File: src/design/u8sd_pkg.sv
// ----------------------------------------------------------------------------
// u8sd_pkg
// Shared constants, the lead byte table and the command type for the
// UTF-8 stream decoder.
// ----------------------------------------------------------------------------
package u8sd_pkg;

   localparam int unsigned QueueDepth = 4;

   localparam int unsigned CpWidth  = 21;
   localparam int unsigned LenWidth = 3;
   localparam int unsigned ErrWidth = 3;

   localparam logic [20:0] Replacement = 21'h00FFFD;

   // continuation byte ranges
   localparam logic [7:0] ContLo   = 8'h80;
   localparam logic [7:0] ContHi   = 8'hBF;
   localparam logic [7:0] E0SecLo  = 8'hA0;
   localparam logic [7:0] EdSecHi  = 8'h9F;
   localparam logic [7:0] F0SecLo  = 8'h90;
   localparam logic [7:0] F4SecHi  = 8'h8F;
   localparam logic [7:0] ContMask = 8'h3F;
   localparam logic [7:0] Mask2    = 8'h1F;
   localparam logic [7:0] Mask3    = 8'h0F;
   localparam logic [7:0] Mask4    = 8'h07;

   // lead bytes with a narrowed second-byte range
   localparam logic [7:0] LeadE0 = 8'hE0;
   localparam logic [7:0] LeadEd = 8'hED;
   localparam logic [7:0] LeadF0 = 8'hF0;
   localparam logic [7:0] LeadF4 = 8'hF4;

   // lead class bounds
   localparam logic [7:0] AsciiEnd = 8'h80;
   localparam logic [7:0] TwoBeg   = 8'hC2;
   localparam logic [7:0] ThreeBeg = 8'hE0;
   localparam logic [7:0] FourBeg  = 8'hF0;
   localparam logic [7:0] FourEnd  = 8'hF5;

   // sequence size codes
   localparam logic [2:0] SizeInvalid = 3'd0;
   localparam logic [2:0] SizeOne     = 3'd1;
   localparam logic [2:0] SizeTwo     = 3'd2;
   localparam logic [2:0] SizeThree   = 3'd3;
   localparam logic [2:0] SizeFour    = 3'd4;

   // one classified byte: a run of replacement results, then an optional tail
   typedef struct packed {
      logic [ErrWidth-1:0] err_count;
      logic                tail_vld;
      logic [CpWidth-1:0]  tail_cp;
      logic [LenWidth-1:0] tail_len;
   } cmd_type;

   function automatic logic [2:0] lead_size(input logic [7:0] b);
      logic [2:0] size;
      if (b < AsciiEnd) begin
         size = SizeOne;
      end else if (b < TwoBeg) begin
         size = SizeInvalid;
      end else if (b < ThreeBeg) begin
         size = SizeTwo;
      end else if (b < FourBeg) begin
         size = SizeThree;
      end else if (b < FourEnd) begin
         size = SizeFour;
      end else begin
         size = SizeInvalid;
      end
      return size;
   endfunction

endpackage

File: src/design/utf8_stream_decoder.sv
// A byte's command is registered in the command queue, and its first result is then
// registered in the output stage. The input takes one byte per cycle while the queue is
// not full. The result port moves one result per cycle while rsp_tready is high, so a
// byte with several results makes a burst, which the four-entry command queue between
// classifier and sequencer absorbs. Reset (synchronous, active high) drops any held
// sequence, empties the queue and clears the result valid.
// ----------------------------------------------------------------------------
// utf8_stream_decoder
// Validating UTF-8 decoder: byte stream in, code points with lengths out.
// ----------------------------------------------------------------------------
module utf8_stream_decoder #(
   parameter int unsigned QUEUE_DEPTH = u8sd_pkg::QueueDepth
) (
   input  logic        clock,
   input  logic        reset,
   input  logic        req_tvalid,
   output logic        req_tready,
   input  logic [7:0]  req_tdata,    // [7:0] data_byte
   input  logic        req_tlast,    // end_of_stream
   output logic        rsp_tvalid,
   input  logic        rsp_tready,
   output logic [23:0] rsp_tdata,    // [20:0] code_point, [23:21] byte_length
   output logic        rsp_tuser,    // is_invalid
   output logic        rsp_tlast     // last_of_run
);

   u8sd_pkg::cmd_type push_cmd;
   u8sd_pkg::cmd_type head_cmd;
   logic              cmd_push;
   logic              cmd_pop;
   logic              queue_empty;
   logic              queue_full;

   u8sd_front u_front (
      .clock      (clock),
      .reset      (reset),
      .req_tvalid (req_tvalid),
      .req_tready (req_tready),
      .req_tdata  (req_tdata),
      .req_tlast  (req_tlast),
      .queue_full (queue_full),
      .cmd_push   (cmd_push),
      .cmd        (push_cmd)
   );

   u8sd_queue #(
      .DEPTH (QUEUE_DEPTH)
   ) u_queue (
      .clock    (clock),
      .reset    (reset),
      .push     (cmd_push),
      .push_cmd (push_cmd),
      .pop      (cmd_pop),
      .head_cmd (head_cmd),
      .empty    (queue_empty),
      .full     (queue_full)
   );

   u8sd_back u_back (
      .clock       (clock),
      .reset       (reset),
      .head_cmd    (head_cmd),
      .queue_empty (queue_empty),
      .queue_pop   (cmd_pop),
      .rsp_tvalid  (rsp_tvalid),
      .rsp_tready  (rsp_tready),
      .rsp_tdata   (rsp_tdata),
      .rsp_tuser   (rsp_tuser),
      .rsp_tlast   (rsp_tlast)
   );

endmodule

File: src/design/u8sd_front.sv
// ----------------------------------------------------------------------------
// u8sd_front
// Accepts one byte per beat, tracks the pending sequence and turns each
// byte into a command: a count of replacement results and an optional tail.
// ----------------------------------------------------------------------------
module u8sd_front (
   input  logic               clock,
   input  logic               reset,
   input  logic               req_tvalid,
   output logic               req_tready,
   input  logic [7:0]         req_tdata,   // [7:0] data_byte
   input  logic               req_tlast,   // end_of_stream
   input  logic               queue_full,
   output logic               cmd_push,
   output u8sd_pkg::cmd_type  cmd
);

   logic [7:0]  held_lead_ff,     held_lead_in;
   logic [1:0]  held_count_ff,    held_count_in;
   logic [20:0] partial_value_ff, partial_value_in;

   logic [2:0] held_size;
   logic [2:0] byte_size;
   logic [7:0] sec_lo;
   logic [7:0] sec_hi;
   logic [7:0] range_lo;
   logic [7:0] range_hi;
   logic       cont_ok;
   logic [2:0] count_up;
   logic       accept;

   assign req_tready = !queue_full;
   assign accept     = req_tvalid && req_tready;

   always_comb begin
      held_size = u8sd_pkg::lead_size(held_lead_ff);
      byte_size = u8sd_pkg::lead_size(req_tdata);

      sec_lo = (held_lead_ff == u8sd_pkg::LeadE0) ? u8sd_pkg::E0SecLo :
               (held_lead_ff == u8sd_pkg::LeadF0) ? u8sd_pkg::F0SecLo : u8sd_pkg::ContLo;
      sec_hi = (held_lead_ff == u8sd_pkg::LeadEd) ? u8sd_pkg::EdSecHi :
               (held_lead_ff == u8sd_pkg::LeadF4) ? u8sd_pkg::F4SecHi : u8sd_pkg::ContHi;
      range_lo = (held_count_ff == 2'd1) ? sec_lo : u8sd_pkg::ContLo;
      range_hi = (held_count_ff == 2'd1) ? sec_hi : u8sd_pkg::ContHi;

      cont_ok  = (held_count_ff != 2'd0) && (held_size >= u8sd_pkg::SizeTwo) &&
                 (req_tdata >= range_lo) && (req_tdata <= range_hi);
      count_up = {1'b0, held_count_ff} + 3'd1;

      cmd              = '0;
      held_lead_in     = held_lead_ff;
      held_count_in    = held_count_ff;
      partial_value_in = partial_value_ff;

      if (cont_ok) begin
         partial_value_in = {partial_value_ff[14:0], req_tdata[5:0]};
         if (count_up == held_size) begin
            cmd.tail_vld     = 1'b1;
            cmd.tail_cp      = partial_value_in;
            cmd.tail_len     = held_size;
            held_lead_in     = '0;
            held_count_in    = '0;
            partial_value_in = '0;
         end else begin
            held_count_in = count_up[1:0];
            if (req_tlast) begin
               // flush the bytes still held as errors
               cmd.err_count    = count_up;
               held_lead_in     = '0;
               held_count_in    = '0;
               partial_value_in = '0;
            end
         end
      end else begin
         // drop any held sequence, then decode this byte as a lead
         cmd.err_count    = {1'b0, held_count_ff};
         held_lead_in     = '0;
         held_count_in    = '0;
         partial_value_in = '0;
         case (byte_size)
            u8sd_pkg::SizeOne: begin
               cmd.tail_vld = 1'b1;
               cmd.tail_cp  = {13'd0, req_tdata};
               cmd.tail_len = u8sd_pkg::SizeOne;
            end
            u8sd_pkg::SizeInvalid: begin
               cmd.err_count = cmd.err_count + 3'd1;
            end
            default: begin
               if (req_tlast) begin
                  cmd.err_count = cmd.err_count + 3'd1;
               end else begin
                  held_lead_in  = req_tdata;
                  held_count_in = 2'd1;
                  case (byte_size)
                     u8sd_pkg::SizeTwo:   partial_value_in = {13'd0, req_tdata & u8sd_pkg::Mask2};
                     u8sd_pkg::SizeThree: partial_value_in = {13'd0, req_tdata & u8sd_pkg::Mask3};
                     default:             partial_value_in = {13'd0, req_tdata & u8sd_pkg::Mask4};
                  endcase
               end
            end
         endcase
      end
   end

   assign cmd_push = accept && ((cmd.err_count != '0) || cmd.tail_vld);

   always_ff @(posedge clock) begin
      if (reset) begin
         held_lead_ff     <= '0;
         held_count_ff    <= '0;
         partial_value_ff <= '0;
      end else if (accept) begin
         held_lead_ff     <= held_lead_in;
         held_count_ff    <= held_count_in;
         partial_value_ff <= partial_value_in;
      end
   end

   // a held sequence always has a multi-byte lead and is not yet complete
   assert property (@(posedge clock) disable iff (reset)
      (held_count_ff != 2'd0) |->
         ((held_size >= u8sd_pkg::SizeTwo) && ({1'b0, held_count_ff} < held_size)))
      else $error("front: held sequence inconsistent with its lead");

   // end of stream leaves nothing held
   assert property (@(posedge clock) disable iff (reset)
      (accept && req_tlast) |=> (held_count_ff == 2'd0))
      else $error("front: bytes still held after end of stream");

endmodule

File: src/design/u8sd_queue.sv
// ----------------------------------------------------------------------------
// u8sd_queue
// Short command queue in flip-flops between the classifier and the
// result sequencer.
// ----------------------------------------------------------------------------
module u8sd_queue #(
   parameter int unsigned DEPTH = u8sd_pkg::QueueDepth
) (
   input  logic               clock,
   input  logic               reset,
   input  logic               push,
   input  u8sd_pkg::cmd_type  push_cmd,
   input  logic               pop,
   output u8sd_pkg::cmd_type  head_cmd,
   output logic               empty,
   output logic               full
);

   localparam int unsigned PtrWidth = (DEPTH > 1) ? $clog2(DEPTH) : 1;
   localparam int unsigned CntWidth = $clog2(DEPTH + 1);
   localparam logic [PtrWidth-1:0] LastPtr = PtrWidth'(DEPTH - 1);
   localparam logic [CntWidth-1:0] FullCnt = CntWidth'(DEPTH);

   u8sd_pkg::cmd_type entry_ff [DEPTH];

   logic [PtrWidth-1:0] wr_ptr_ff, wr_ptr_in;
   logic [PtrWidth-1:0] rd_ptr_ff, rd_ptr_in;
   logic [CntWidth-1:0] count_ff,  count_in;
   logic                do_push;
   logic                do_pop;

   assign empty    = (count_ff == '0);
   assign full     = (count_ff == FullCnt);
   assign do_push  = push && !full;
   assign do_pop   = pop && !empty;
   assign head_cmd = entry_ff[rd_ptr_ff];

   always_comb begin
      wr_ptr_in = do_push ? ((wr_ptr_ff == LastPtr) ? '0 : wr_ptr_ff + 1'b1) : wr_ptr_ff;
      rd_ptr_in = do_pop  ? ((rd_ptr_ff == LastPtr) ? '0 : rd_ptr_ff + 1'b1) : rd_ptr_ff;
      count_in  = count_ff;
      if (do_push && !do_pop) begin
         count_in = count_ff + 1'b1;
      end else if (do_pop && !do_push) begin
         count_in = count_ff - 1'b1;
      end
   end

   always_ff @(posedge clock) begin
      if (reset) begin
         wr_ptr_ff <= '0;
         rd_ptr_ff <= '0;
         count_ff  <= '0;
      end else begin
         wr_ptr_ff <= wr_ptr_in;
         rd_ptr_ff <= rd_ptr_in;
         count_ff  <= count_in;
      end
   end

   always_ff @(posedge clock) begin
      if (do_push) begin
         entry_ff[wr_ptr_ff] <= push_cmd;
      end
   end

   // the front never offers a command into a full queue
   assert property (@(posedge clock) disable iff (reset) push |-> !full)
      else $error("queue: push while full");

endmodule

File: src/design/u8sd_back.sv
// ----------------------------------------------------------------------------
// u8sd_back
// Expands each queued command into its results, one per beat, into a
// registered output stage.
// ----------------------------------------------------------------------------
module u8sd_back (
   input  logic               clock,
   input  logic               reset,
   input  u8sd_pkg::cmd_type  head_cmd,
   input  logic               queue_empty,
   output logic               queue_pop,
   output logic               rsp_tvalid,
   input  logic               rsp_tready,
   output logic [23:0]        rsp_tdata,   // [20:0] code_point, [23:21] byte_length
   output logic               rsp_tuser,   // is_invalid
   output logic               rsp_tlast    // last_of_run
);

   logic        rsp_tvalid_ff, rsp_tvalid_in;
   logic [20:0] code_point_ff;
   logic [2:0]  byte_length_ff;
   logic        is_invalid_ff;
   logic        last_ff;
   logic [2:0]  err_done_ff, err_done_in;

   logic        out_load;
   logic        step;
   logic        at_err;
   logic        is_last;

   always_comb begin
      out_load      = !rsp_tvalid_ff || rsp_tready;
      step          = out_load && !queue_empty;
      at_err        = (err_done_ff < head_cmd.err_count);
      is_last       = at_err ? (((err_done_ff + 3'd1) == head_cmd.err_count) &&
                                !head_cmd.tail_vld)
                             : 1'b1;
      queue_pop     = step && is_last;
      rsp_tvalid_in = out_load ? !queue_empty : rsp_tvalid_ff;
      err_done_in   = err_done_ff;
      if (step) begin
         err_done_in = is_last ? 3'd0 : err_done_ff + 3'd1;
      end
   end

   always_ff @(posedge clock) begin
      if (reset) begin
         rsp_tvalid_ff <= 1'b0;
         err_done_ff   <= '0;
      end else begin
         rsp_tvalid_ff <= rsp_tvalid_in;
         err_done_ff   <= err_done_in;
      end
   end

   always_ff @(posedge clock) begin
      if (step) begin
         code_point_ff  <= at_err ? u8sd_pkg::Replacement : head_cmd.tail_cp;
         byte_length_ff <= at_err ? u8sd_pkg::SizeOne     : head_cmd.tail_len;
         is_invalid_ff  <= at_err;
         last_ff        <= is_last;
      end
   end

   assign rsp_tvalid = rsp_tvalid_ff;
   assign rsp_tdata  = {byte_length_ff, code_point_ff};
   assign rsp_tuser  = is_invalid_ff;
   assign rsp_tlast  = last_ff;

   // the error counter never runs past the head command's error run
   assert property (@(posedge clock) disable iff (reset)
      !queue_empty |-> (err_done_ff <= head_cmd.err_count))
      else $error("back: error counter past command");

   // a replacement result always carries 0xFFFD and length one
   assert property (@(posedge clock) disable iff (reset)
      (rsp_tvalid_ff && is_invalid_ff) |->
         ((code_point_ff == u8sd_pkg::Replacement) && (byte_length_ff == u8sd_pkg::SizeOne)))
      else $error("back: malformed replacement result");

endmodule

File: config.mk
export PLATFORM = sky130hd
export DESIGN_NAME = utf8_stream_decoder
export DESIGN_NICKNAME = d
export VERILOG_FILES = /design/src/design/u8sd_pkg.sv /design/src/design/utf8_stream_decoder.sv /design/src/design/u8sd_front.sv /design/src/design/u8sd_queue.sv /design/src/design/u8sd_back.sv
export SDC_FILE = /design/constraint.sdc
export NUM_CORES = 1
export LEC_CHECK = 0
export CORE_UTILIZATION = 50
export DETAILED_ROUTE_END_ITERATION = 10
export DONT_BUFFER_PORTS = 1
export GPL_TIMING_DRIVEN = 0
export PLACE_DENSITY = 0.62
export REMOVE_ABC_BUFFERS = 1
export SLEW_MARGIN = 15
export SYNTH_ARGS = -nofsm -noshare
export SYNTH_HDL_FRONTEND = slang
export SYNTH_SLANG_ARGS = --single-unit
export TNS_END_PERCENT = 1
File: constraint.sdc
create_clock -name clock -period 6.66 [get_ports clock]
set_clock_uncertainty 0.15 [all_clocks]
set_input_delay 0.999 -clock clock [delete_from_list [all_inputs] [get_ports clock]]
set_output_delay 0.999 -clock clock [all_outputs]
set_load 0.01 [all_outputs]
# [Word-level counts from Yosys, hierarchy flattened]
# Memory sizes are Yosys's and may differ from the RTL's. A register that Yosys moved wholly into a read port is not among the register bits.
# Cells that the tools add are included.
# Widths: inputs -> output; s select.
[totals] reg_bits=62 mem_bits_rw=112 inputBits=13 output_inout_bits=28 word_cells=123 n_memories=1
[mem_list] memory="u_queue.entry_ff" depth=4 word_bits=28 rd=1 rd_clocked_by_memory_dff=1 write_ports=1 line="u8sd_queue.sv:24" source="u8sd_pkg::cmd_type entry_ff [DEPTH];"
[classes] addsub=6 magnitude_cmp=14 eq_ne=14 mux=49 n_reduce_logical=27
[ops] op="$lt 8x8->1 const B" n=10
[ops] op="$mux 15" n=5
[ops] op="$mux 8" n=9
[ops] op="$mux 25" n=2
[ops] op="$mux 3" n=16
[ops] op="$eq 8x8->1 const B" n=4
[ops] op="$mux 28" n=1
[ops] op="$mux 2" n=8
[ops] op="$logic_and 1x1->1" n=12
[ops] op="$pmux 5 s2" n=1
[ops] op="$ge 8x8->1" n=1
[ops] op="$le 8x8->1" n=1
[ops] op="$add 3x1->3 const B" n=2
[ops] op="$eq 3x2->1 const B" n=2
[ops] op="$eq 3x3->1" n=2
[ops] op="$logic_not 1->1" n=6
[ops] op="$logic_not 3->1" n=2
[ops] op="$mux 6" n=1
[ops] op="$pmux 3 s2" n=1
[ops] op="$mux 5" n=1
[ops] op="$add 2x1->2 const B" n=2
[ops] op="$eq 2x2->1 const B" n=2
[ops] op="$mux 1" n=4
[ops] op="$reduce_bool 2->1" n=2
[ops] op="other kinds (12)" n=13

# [Longest topological paths before layout]
[logic_depth] depth_word=19 depth_mapped=18 mapped_depth_nobuf=18

# [Cells and area by module]
# Synthesis repeated with hierarchy kept, for this count alone.
[hier_totals] hier_cells=499 hier_area_um2=7528.5
[by_module_without_submodules] mod="u8sd_queue" n_inst=1 cells_each=196 area_per_inst_um2=4541.9 seq_area_each_um2=3543.4
[by_module_without_submodules] mod="u8sd_front" n_inst=1 cells_each=217 area_per_inst_um2=1750.4 seq_area_each_um2=500.5
[by_module_without_submodules] mod="u8sd_back" n_inst=1 cells_each=86 area_per_inst_um2=1236.2 seq_area_each_um2=860.8

# [Worst setup path after synthesis]
# Ideal clock, no wire load.
[synth_path] path_kind="input to register" start="input rsp_tready" end="register u_queue.count_ff[2]" setup_ns=0.070 t_arrival_ns=3.999 t_required_ns=6.440 setup_slack_ns=2.442 cell_stages=9 n_path_buf=0 cell_sequence="inv_1 -> a21oi_1 -> nand2_1 -> ha_1 -> inv_1 -> fa_1 -> xor2_1 -> or3_1 -> a21oi_1"
[synth_between] elab_chain_len=7 elab_cells_between_ends=9 classes_between="1 x mux; 8 x reduce/logical"
[synth_rtl] item="start: declaration" line="utf8_stream_decoder.sv:21" source="input logic rsp_tready,"
[synth_rtl] item="$logic_or 1x1->1 *" line="u8sd_back.sv:32" source="out_load = !rsp_tvalid_ff || rsp_tready;"
[synth_rtl] item="$logic_and 1x1->1 *" line="u8sd_back.sv:33" source="step = out_load && !queue_empty;"
[synth_rtl] item="via u_back.step" line="u8sd_back.sv:27" source="logic step;"
[synth_rtl] item="$logic_and 1x1->1 *" line="u8sd_back.sv:38" source="queue_pop = step && is_last;"
[synth_rtl] item="$logic_and 1x1->1 *" line="u8sd_queue.sv:35" source="assign do_pop = pop && !empty;"
[synth_rtl] item="$logic_not 1->1" line="u8sd_queue.sv:42" source="if (do_push && !do_pop) begin"
[synth_rtl] item="$logic_and 1x1->1" line="u8sd_queue.sv:42"
[synth_rtl] item="$mux 3 / $reduce_bool 2->1 (equally long branches)"
[synth_rtl] item="end signal: assignment" line="u8sd_queue.sv:57" source="count_ff <= count_in;"
[synth_rtl] item="end: declaration" line="u8sd_queue.sv:28" source="logic [CntWidth-1:0] count_ff, count_in;"
# The timed path passes the listed nets; every way through them passes the cells marked *.
# A chain may end at the register's enable or synchronous reset.

==> tab_implementation.tex <==
\begin{tabular}{lr}
\hline
Metric & Value \\
\hline
\multicolumn{2}{l}{\textbf{Timing}} \\
Peak clock frequency supported by timing & 0.208 GHz \\
Time the final worst path needs with I/O delays and setup & approximately 4800 ps \\
Slew @ Worst Pin & 831 ps \\
Post-route fraction of the period consumed by the critical path & between 70\% and 80\% \\
Pins Over Slew Limit & 0 \\
Relative max-transition margin & between 40 and 50\% \\
Endpoints failing hold & 0 \\
Setup violation total in the final timing report & 0 \\
Sum Neg Setup Slack & 0 ps \\
Unrepaired setup endpoints after global routing & no \\
\multicolumn{2}{l}{\textbf{Floorplanning}} \\
FP Rows & between 40 and 50 \\
Die extent in x & 123 microns \\
Number of I/O pins & 41 \\
Die height & roughly 120 microns \\
Initial core utilization & 51.0\% \\
Die Area & $\sim$15,000 sq um \\
Core ar. & around 14,000 sq um \\
\multicolumn{2}{l}{\textbf{Placed design}} \\
Count of input and output buffers & 0 \\
DP Wirelength & roughly 8000 microns \\
GP Congestion & approximately 0.85 \\
\multicolumn{2}{l}{\textbf{Pwr}} \\
Worst vdd rail ir drop & $\sim$0.00021 V \\
Power density over the cells & 377 nW/um\^{}2 \\
LEAKAGE & 2.71 nW \\
\multicolumn{2}{l}{\textbf{Drt}} \\
Remaining design rule violation count & 0 \\
Antenna Violating Nets Remaining & 0 \\
Detailed-route wire length on metal 1 & 5710 microns \\
Met3 wirelength from detailed routing & approximately 570 microns \\
Via total after detailed routing & $\sim$4,000 \\
Wire length reported by the detailed router & 13,000 microns \\
Met2 Routed Length & 6520 microns \\
DRC marker count from the first detailed-route iteration & 216 \\
Top layer in use & met4 \\
Avg Vias per Cell & about 5.6 \\
Per-cell routed wire length & around 19 microns \\
1st-pass router iterations & 5 \\
\multicolumn{2}{l}{\textbf{Worst setup path}} \\
Worst setup EP type & flip-flop \\
Max FO, Critical Path & 19 \\
Most prevalent standard cell on the critical path & ha\_1 \\
Class of the most critical setup path & reg -> reg \\
Data arrival time of the worst path & 5020 ps \\
Maximum single-stage delay on the critical path & around 540 ps \\
Worst path required time & between 6000 and 7000 ps \\
Worst-path cell chain & ha\_1 > nand3b\_1 > or4\_1 > ha\_1 > nand2\_1 > or3\_4 > a211oi\_4 > and4\_2 > nand2b\_2 > o41a\_4 > ha\_1 > inv\_1 > fa\_1 > xor2\_1 > or3\_1 > a21oi\_1 \\
Startpoint kind of the worst setup timing path & flip-flop \\
Critical-path top delay cell & dfxtp\_1 \\
\multicolumn{2}{l}{\textbf{CTS}} \\
Reg clk slew, reported paths & 60 ps \\
Number of hold buffers added after CTS & 0 \\
Insertion delay to the later sink of the worst-skew pair & roughly 430 ps \\
Number of sinks on the clock net & 176 \\
Master cell of the clock root buffer & clkbuf\_16 \\
Number of levels the H-tree was split into & 4 \\
\# resized after CTS & 0 \\
Number of setup buffers added after CTS & 0 \\
Buffer levels on the longest clock path & 2 \\
Total clock buffers created by CTS & 17 \\
Clock tree from TritonCTS & done \\
\multicolumn{2}{l}{\textbf{Cells and area}} \\
\# fillers & $\sim$1,100 \\
Most common library cell in the layout ignoring fill and taps & edfxtp\_1 \\
Area growth from synthesis to final layout & 10.7\% \\
Highest-count cells in the layout ignoring fill and taps & edfxtp\_1 (138), dfxtp\_1 (36), nand2\_1 (31) \\
Post-layout net count & roughly 530 \\
Fraction of final layout cells with drive strength greater than 1 & 19.8\% \\
Number of antenna cells inserted & 0 \\
Share of the core filled with cells & a little under three fifths \\
\multicolumn{2}{l}{\textbf{GRT}} \\
GR Overflow Total & 0 \\
All-Layer GR Usage & roughly 19\% \\
First-pass GRT wire length & between 20,000 and 25,000 microns \\
Initial antenna violation count & 0 \\
Vias in the first global route & 3,912 \\
Maximum number of pins on one net before global-route repair & 33 \\
\multicolumn{2}{l}{\textbf{Job}} \\
Max cap viols & 0 \\
\multicolumn{2}{l}{\textbf{Outcome}} \\
Status & complete, no violations \\
\multicolumn{2}{l}{\textbf{Synth}} \\
Average footprint of a synthesized cell & 14.9 sq um \\
Number of warnings printed during yosys synthesis & 0 \\
Unique cell type count in the Yosys netlist & a little under 60 \\
Fraction of the mapped netlist area in compound gates & between 5 and 6\% \\
Cell area after synthesis & about 7400 sq um \\
Post-synthesis sequential element count & 176 \\
Count of mapped cells out of synthesis & slightly below 500 \\
Xor and xnor fraction of the mapped netlist area & 0.950\% \\
Mux share of post-synthesis cell area & 9.43\% \\
Adder and majority cell fraction of the synthesized area & 3.49\% \\
Post-synthesis simple-gate area fraction & between 10\% and 20\% \\
Dominant combinational cell family by area after synthesis & simple AND/OR/NAND/NOR gates \\
Register area share after synthesis & about two thirds \\
\multicolumn{2}{l}{\textbf{Hold path}} \\
Worst min path class & reg -> reg \\
\hline
\end{tabular}
## registers in the layout, indices dropped and copies added, names as in the netlist, named ones only
signal / cells
u_queue.count_ff: 3
u_back.byte_length_ff: 3
u_front.partial_value_ff: 15
u_back.code_point_ff: 21
u_queue.rd_ptr_ff: 2
u_back.err_done_ff: 3
u_queue.entry_ff: 112
u_back.rsp_tuser: 1
u_back.rsp_tlast: 1
u_front.held_count_ff: 2
u_front.held_lead_ff: 8
u_back.rsp_tvalid: 1
u_queue.wr_ptr_ff: 2
## layout make-up
class	instances	area, sq um	area share (%)
clock buffer	27	554	6.79
sequential	176	4910	60.1
multi-input combinational	281	2310	28.3
inverter	20	75.1	0.919
tap	184	230	2.82
clock inverter	4	20.0	0.245
timing repair buffer	3	67.6	0.827
## metrics by stage
| stage | hold WS, ps | worst slack [ps] | power [mW] | instance area [sq um] | std cells |
|---|---|---|---|---|---|
| 3_3_place_gp | 279 | -132 | 2.12 | 7500 | 661 |
| 2_1_floorplan | 271 | 1650 | 1.97 | 7270 | 477 |
| 6_report | 294 | 1850 | 3.08 | 8170 | 695 |
| 3_5_place_dp | 285 | 1830 | 2.18 | 7590 | 664 |
| 4_1_cts | 293 | 1800 | 3.13 | 8170 | 695 |
| 5_1_grt | 308 | 1550 | 3.24 | 8170 | 695 |
## kinds of logic (layout without fill, tap and decap cells)
kind of cell,count (synthesis),count (layout)
flip-flops,176,176
AND/OR/NAND/NOR,158,158
AO/OA/AOI/OAI,61,61
buffers and inverters,39,54
multiplexers,34,34
adder cells (fa/ha/maj),20,20
XOR/XNOR,8,8
## per-layer routing
metal	vias up	global-route usage, %
met5	-	0
met4	0	7.68
met3	19	4.98
met2	74	31.9
met1	1951	24.0
li1	1861	-
## worst max-delay path, delay by kind of cell (launching register included)
family	cells	cell delay, ps
DFF	1	540
AOI/OAI and AO/OA	3	650
xor gates and xnor gates	1	170
adders and majority gates	4	1080
and+or+nand+nor	7	2070
buffers and inverters	1	60
## cells in the mapped netlist (all sizes together)
cell | count | area [sq um]
a211oi | 2 | 27.5
a21boi | 1 | 7.51
a21o | 2 | 16.3
a21oi | 32 | 160
a22o | 5 | 45.0
a22oi | 1 | 7.51
a311oi | 2 | 17.5
a31oi | 2 | 12.5
a41o | 1 | 10.0
and2 | 28 | 185
and3 | 3 | 21.3
and3b | 1 | 10.0
and4 | 2 | 20.0
buf | 6 | 35.0
clkbuf | 13 | 72.6
dfxtp | 38 | 761
edfxtp | 138 | 4140
fa | 1 | 20.0
ha | 19 | 238
inv | 20 | 75.1
mux2 | 1 | 15.0
mux2i | 5 | 50.1
mux4 | 28 | 631
nand2 | 31 | 116
nand2b | 8 | 52.6
nand3 | 17 | 85.1
nand3b | 1 | 7.51
nand4 | 1 | 6.26
nor2 | 20 | 75.1
nor2b | 11 | 68.8
nor3 | 6 | 30.0
nor3b | 1 | 7.51
nor4 | 4 | 25.0
o211ai | 1 | 7.51
o21ai | 8 | 40.0
o21bai | 1 | 7.51
o41a | 1 | 21.3
o41ai | 2 | 17.5
or2 | 18 | 113
or3 | 4 | 30.0
or4 | 2 | 16.3
xnor2 | 4 | 35.0
xor2 | 4 | 35.0
## worst paths after layout
kind	depth (start not counted)	startpoint	slack (ps)	to
max	16	u_front.held_count_ff[0]$_SDFFE_PP0P_	1850	u_queue.count_ff[2]$_SDFFE_PP0P_
min	2	u_front.partial_value_ff[12]$_SDFFE_PP0P_	290	u_front.partial_value_ff[12]$_SDFFE_PP0P_
max reg2reg	16	u_front.held_count_ff[0]$_SDFFE_PP0P_	1850	u_queue.count_ff[2]$_SDFFE_PP0P_
min reg2reg	2	u_front.partial_value_ff[12]$_SDFFE_PP0P_	290	u_front.partial_value_ff[12]$_SDFFE_PP0P_
## where the power goes
group | leakage, nW | total (mW) | internal, mW | switching (mW)
registers | 1.55 | 1.52 | 1.40 | 0.121
clock network | 0.290 | 0.940 | 0.565 | 0.375
logic | 0.868 | 0.619 | 0.300 | 0.318
(Power assumes the default switching activity.)
